--- src/rtl/longest_match_trie_tokenizer_unit_macros.svh ---
// Assertion helpers for the tokenizer unit.
`ifndef LONGEST_MATCH_TRIE_TOKENIZER_UNIT_MACROS_SVH
`define LONGEST_MATCH_TRIE_TOKENIZER_UNIT_MACROS_SVH
`ifndef SYNTHESIS
`define LMTU_ASSERT_IMP(lbl, clk, rst, ante, cons) \
  lbl: assert property (@(posedge clk) disable iff (rst) (ante) |-> (cons)) \
    else $error("lmtu assertion failed");
`define LMTU_ASSERT_NXT(lbl, clk, rst, ante, cons) \
  lbl: assert property (@(posedge clk) disable iff (rst) (ante) |=> (cons)) \
    else $error("lmtu assertion failed");
`else
`define LMTU_ASSERT_IMP(lbl, clk, rst, ante, cons)
`define LMTU_ASSERT_NXT(lbl, clk, rst, ante, cons)
`endif
`endif

--- src/rtl/lmt_pkg.sv ---
package lmt_pkg;
  localparam int BYTE_W  = 8;
  localparam int TOKEN_W = 16;
  localparam int FANOUT  = 256;
  localparam logic [TOKEN_W-1:0] NO_TOKEN = 16'hFFFF;
  localparam logic ACT_INSERT = 1'b0;
  localparam logic ACT_TEXT   = 1'b1;
endpackage

--- src/rtl/lmt_lookahead.sv ---
// Lookahead byte buffer: append at the tail, drop a matched prefix.
module lmt_lookahead #(
  parameter int MAX = 16,
  parameter int CW  = 5,
  parameter int IW  = 4
) (
  input  logic                        clk,
  input  logic                        rst,
  input  logic                        push,
  input  logic [lmt_pkg::BYTE_W-1:0]  push_byte,
  input  logic                        shift,
  input  logic [CW-1:0]               shift_len,
  input  logic [IW-1:0]               rd_idx,
  output logic [lmt_pkg::BYTE_W-1:0]  rd_byte,
  output logic [CW-1:0]               count
);
  import lmt_pkg::*;

  logic [BYTE_W-1:0] lb [MAX];

  assign rd_byte = lb[rd_idx];

  // byte storage, no reset
  always_ff @(posedge clk) begin
    if (push && (count < CW'(MAX))) begin
      lb[count[IW-1:0]] <= push_byte;
    end else if (shift) begin
      for (int k = 0; k < MAX; k++) begin
        if (k + int'(shift_len) < MAX) begin
          lb[k] <= lb[k + int'(shift_len)];
        end
      end
    end
  end

  // fill level
  always_ff @(posedge clk) begin
    if (rst) begin
      count <= '0;
    end else if (push && (count < CW'(MAX))) begin
      count <= count + 1'b1;
    end else if (shift) begin
      count <= count - shift_len;
    end
  end
endmodule

--- config.mk ---
export PLATFORM = sky130hd
export DESIGN_NAME = lmt_lookahead
export DESIGN_NICKNAME = d
export VERILOG_FILES = /design/src/rtl/longest_match_trie_tokenizer_unit_macros.svh /design/src/rtl/lmt_pkg.sv /design/src/rtl/lmt_lookahead.sv
export SDC_FILE = /design/constraint.sdc
export NUM_CORES = 1
export LEC_CHECK = 0
export CORE_UTILIZATION = 30
export CTS_BUF_LIST = sky130_fd_sc_hd__clkbuf_4 sky130_fd_sc_hd__clkbuf_8 sky130_fd_sc_hd__clkbuf_16
export DETAILED_ROUTE_END_ITERATION = 8
export DONT_BUFFER_PORTS = 1
export GPL_ROUTABILITY_DRIVEN = 0
export SLEW_MARGIN = 20
export SYNTH_ARGS = -nofsm -noshare
export SYNTH_HDL_FRONTEND = slang
export SYNTH_SLANG_ARGS = --single-unit
--- constraint.sdc ---
create_clock -name clk -period 5.6 [get_ports clk]
set_input_delay 1.12 -clock clk [delete_from_list [all_inputs] [get_ports clk]]
set_output_delay 1.12 -clock clk [all_outputs]
set_load 0.005 [all_outputs]
# [Word level (Yosys, flattened, before mapping)]
# Memory sizes are Yosys's and may differ from the RTL's.
# Cells that the tools add are included.
[totals] ram_bits=128 elab_cells=110 n_memories=1 reg_bits=5 out_inout_bits=13
[classes] addsub=17 muxes=71 n_reduce_logical=3 n_lt_le_gt_ge=17
[memory_table] memory="lb" depth=16 width=8 read_ports=17 rd_ports_with_merged_regs=0 write_ports=16 line_no="lmt_lookahead.sv:19" source="logic [BYTE_W-1:0] lb [MAX];"
[ops] cell="< comparator 32 x 6 -> 1 bit, second input constant" n=15
[ops] cell="two-way mux 1 bit" n=67
[ops] cell="adder 4 x 5 -> 6 bit, first input constant" n=8
[ops] cell="adder 3 x 5 -> 6 bit, first input constant" n=4
[ops] cell="adder 2 x 5 -> 6 bit, first input constant" n=2
[ops] cell="< comparator 5 bit, second input constant" n=2
[ops] cell="two-way mux 5 bit" n=2
[ops] cell="two-way mux 8 bit" n=1
[ops] cell="OR reduction 8 bit" n=1
[ops] cell="adder 1 x 5 -> 6 bit, first input constant" n=1
[ops] cell="adder 5 x 1 -> 5 bit, second input constant" n=1
[ops] cell="subtractor 5 bit" n=1
[ops] cell="two-way mux 4 bit" n=1
[ops] cell="nonzero test 2 bit" n=1
[ops] cell="logical AND 1 bit" n=1

# [Logic depth before layout (Yosys ltp)]
[logic_depth] ltp_word=7 ltp_mapped=18 ltp_nobuf=10

# [Worst setup path after synthesis]
# OpenSTA, ideal clock, no wires.
[synth_path] path_kind="input to register" from="input port shift_len[0]" to="register count[4]" n_path_buf=8 arrival_ns=4.265 setup_slack_ns=1.206 setup_ns=0.129 stages=17 cell_sequence="buf_6 > buf_4 > buf_4 > buf_4 > inv_1 > ha_1 > buf_2 > clkbuf_1 > clkbuf_1 > buf_2 > nand2_1 > fa_1 > nor2b_1 > o21ai_0 > and4b_1 > o21ai_0 > a221oi_1"
[synth_via] elab_chain_len=3
[synth_lines] item="from (decl)" line_no="lmt_lookahead.sv:12" source="input logic [CW-1:0] shift_len,"
[synth_lines] item="subtractor 5 bit" line_no="lmt_lookahead.sv:43" source="count <= count - shift_len;"
[synth_lines] item="two-way mux 5 bit" line_no="lmt_lookahead.sv:42" source="end else if (shift) begin"
[synth_lines] item="two-way mux 5 bit" line_no="lmt_lookahead.sv:40" source="end else if (push && (count < CW'(MAX))) begin"
[synth_lines] item="to (signal assigned)" line_no="lmt_lookahead.sv:41" source="count <= count + 1'b1;"
[synth_lines] item="to (signal assigned)" line_no="lmt_lookahead.sv:43"
[synth_lines] item="to (decl)" line_no="lmt_lookahead.sv:15" source="output logic [CW-1:0] count"
# No other way between the ends. The select of a mux whose other input is x is not followed.
# A chain may end at the register's enable or synchronous reset.

==> results.py <==
metrics = {
    "die": {
        "ios": 34,
        "row_count": 80,
        "die_h_um": 221,
        "core_area_mm2": 0.0476,
        "initial_core_util_pct": 30.3,
        "dieArea_mm2": 0.0490,
        "die_w_um": 221,
    },
    "worst_setup_path": {
        "cp.required_ns": 5.68,
        "crit_path_start_kind": "input pin",
        "end_kind": "flop",
        "path_class": "in -> reg",
        "crit_fanout": 27,
        "crit_arrival_ns": 4.13,
    },
    "cells_and_area": {
        "drive_gt1_share_pct": 21.6,
        "area_growth_pct": 8.20,
        "antenna_cells": 0,
        "n_fill_cell": 4799,
        "layout.nets": 1399,
        "fin_util_pct": 32.8,
    },
    "place": {
        "dp_hpwl_mm": 36.3,
        "port_buffers": 0,
    },
    "sta": {
        "skew_ns": 0.0179,
        "period_minus_slack_ns": 4.06,
        "maxSlewHeadroom_pct": 23.0,
        "slew_viol_final": 0,
        "tns_ns": 0,
        "period_share_pct": 72.4,
        "worst_slew_pin_slew_ns": 1.15,
        "hold_viol_final": 0,
        "rsz0062_at_grt": "false",
        "setup_viol": 0,
        "max_freq_mhz": 247,
    },
    "yosys": {
        "netlist_top_cells_area": "edfxtp_1 27%, mux4_2 17%, mux2i_1 12%, mux2_2 5.6%, nand2_1 3.6%",
        "async_flop_share_pct": 0,
        "yosysTopAreaCell": "edfxtp_1",
        "synth-edff-count": 128,
        "netlist_area_mm2": 0.0144,
        "synth_top_area_share_pct": 26.6,
        "synth_fp_nets": 1472,
        "synth_cell_type_count": 51,
        "synth_cells": 1432,
        "yosysWarnings": 0,
        "seq_area_frac_synth_pct": 27.3,
        "ys_ff_latch": 133,
        "synthFlopType": "edfxtp_1",
        "synth.most_common_cell": "mux2i_1",
        "avgSynthCellArea_um2": 10.1,
        "synth_common_cells": "168 x mux2i_1, 139 x nand2_1, 128 x edfxtp_1",
    },
    "power_and_ir_drop": {
        "power_switching_mw": 1.39,
        "power_density_mw_per_mm2": 240,
        "p_sw_share_pct": 37.1,
        "combPwrFrac_pct": 34.4,
        "power.leakage_nw": 5.50,
        "ir_drop_uv": 242,
        "clkPwrFrac_pct": 31.3,
        "internal-power_mw": 2.36,
        "seqPwrFrac_pct": 34.3,
    },
    "flow_run": {
        "drv_cap": 0,
    },
    "grt": {
        "grt_pass1_vias": 12100,
        "grt_start_max_net_pins": 204,
        "grt_overflow": 0,
        "grt_pass1_wl_mm": 80.6,
        "track_usage_pct": 22.3,
        "antenna_found_initial": 0,
    },
    "clock_network": {
        "clk_path_buf_depth": 2,
        "cts.htree.levels": 4,
        "cts_buffers": 17,
        "clk_pin_slew_ns": 0.07,
        "post_cts.repair.setup_buffers": 0,
        "ctsHoldBuffers": 0,
        "cts_tree": "yes",
        "clockRootBuffer": "clkbuf_16",
        "cts_resized": 0,
        "worstSkewPairLatency_ns": 0.46,
        "clock_sinks": 133,
    },
    "route": {
        "totalWireLength_mm": 55.8,
        "via_per_inst": 6.51,
        "drc": 0,
        "final_antenna_net_count": 0,
        "vias": 12900,
        "drtIter0Drc": 1871,
        "wire_per_inst_um": 28.1,
        "drtPass1Iterations": 9,
    },
    "outcome": {
        "status": "complete, no violations",
    },
    "hold_path": {
        "min_path_type": "reg -> reg",
    },
}
layer usage:
metal	GRT usage (%)	vias to the layer above	routed length, um
met2	33.8	895	24700
met3	6.24	188	6450
li1	-	5545	-
met1	28.2	6307	21300
met4	13.8	0	3420
met5	0	-	0
state kept, by name (all words and copies together) (netlist names):
| signal | count |
|---|---|
| lb | 128 |
| count | 5 |
kinds of logic (layout without fill, tap and decap cells):
logic type | Yosys count | count (layout) | synth area share, %
adder cells (fa/ha/maj) | 19 | 19 | 1.70
multiplexers | 352 | 352 | 34.7
XOR/XNOR | 17 | 17 | 1.34
flip-flops | 133 | 133 | 27.3
AND/OR/NAND/NOR | 330 | 330 | 10.9
buffers and inverters | 149 | 89 | 5.01
AO/OA/AOI/OAI | 432 | 432 | 19.0
through the flow:
step	setup slack (ns)	instances	power, mW	hold slack (ns)	area [um^2]
finish	1.54	1987	3.75	0.585	15600
global route	1.41	1987	3.86	0.615	15600
CTS	1.76	1987	3.71	0.590	15600
detailed placement	1.29	1955	2.56	0.581	15000
global placement	1.35	1955	2.53	0.580	15000
floorplan	1.21	1432	2.23	0.512	14400
critical path: stages:
cell      delay [ns]
inv_2           0.50
ha_1            0.43
a21boi_1        0.52
a32o_1          0.25
nand2_1         0.39
o22ai_1         0.90
cell usage in the layout (no fill, tap or decap), types with 67 or more instances in the layout:
master,count
a211oi_1,67
a21oi_1,81
edfxtp_1,128
mux2_2,72
mux2i_1,168
mux4_2,112
nand2_1,139
nor2b_1,74
nor3_1,70
o21ai_0,98
power by group through the flow:
stage | sequential (mW) | combinational, mW | clock (mW)
2_1_floorplan | 1.26 | 0.969 | 0
4_1_cts | 1.28 | 1.26 | 1.17
6_report | 1.29 | 1.29 | 1.17
3_5_place_dp | 1.30 | 1.25 | 0
5_1_grt | 1.30 | 1.36 | 1.20
3_3_place_gp | 1.30 | 1.23 | 0
area by class of cell:
| type | instances | area, um^2 | share of cell area (%) |
|---|---|---|---|
| timing repair buffer | 46 | 370 | 2.37 |
| multi-input combinational | 1150 | 9930 | 63.5 |
| clock inverter | 14 | 141 | 0.905 |
| tap | 615 | 769 | 4.92 |
| inverter | 11 | 41.3 | 0.264 |
| clock buffer | 18 | 433 | 2.77 |
| sequential | 133 | 3940 | 25.2 |
final timing paths:
kind                                   start         to  slack, ns  depth (start not counted)
worst max-delay path            shift_len[2]  lb[15][3]       1.54                          6
worst min-delay path                count[3]   count[3]       0.59                          2
worst max register to register      count[4]   lb[8][7]       2.27                          5
worst min register to register      count[3]   count[3]       0.59                          2
Note: power is estimated with default switching activity, not from simulation.
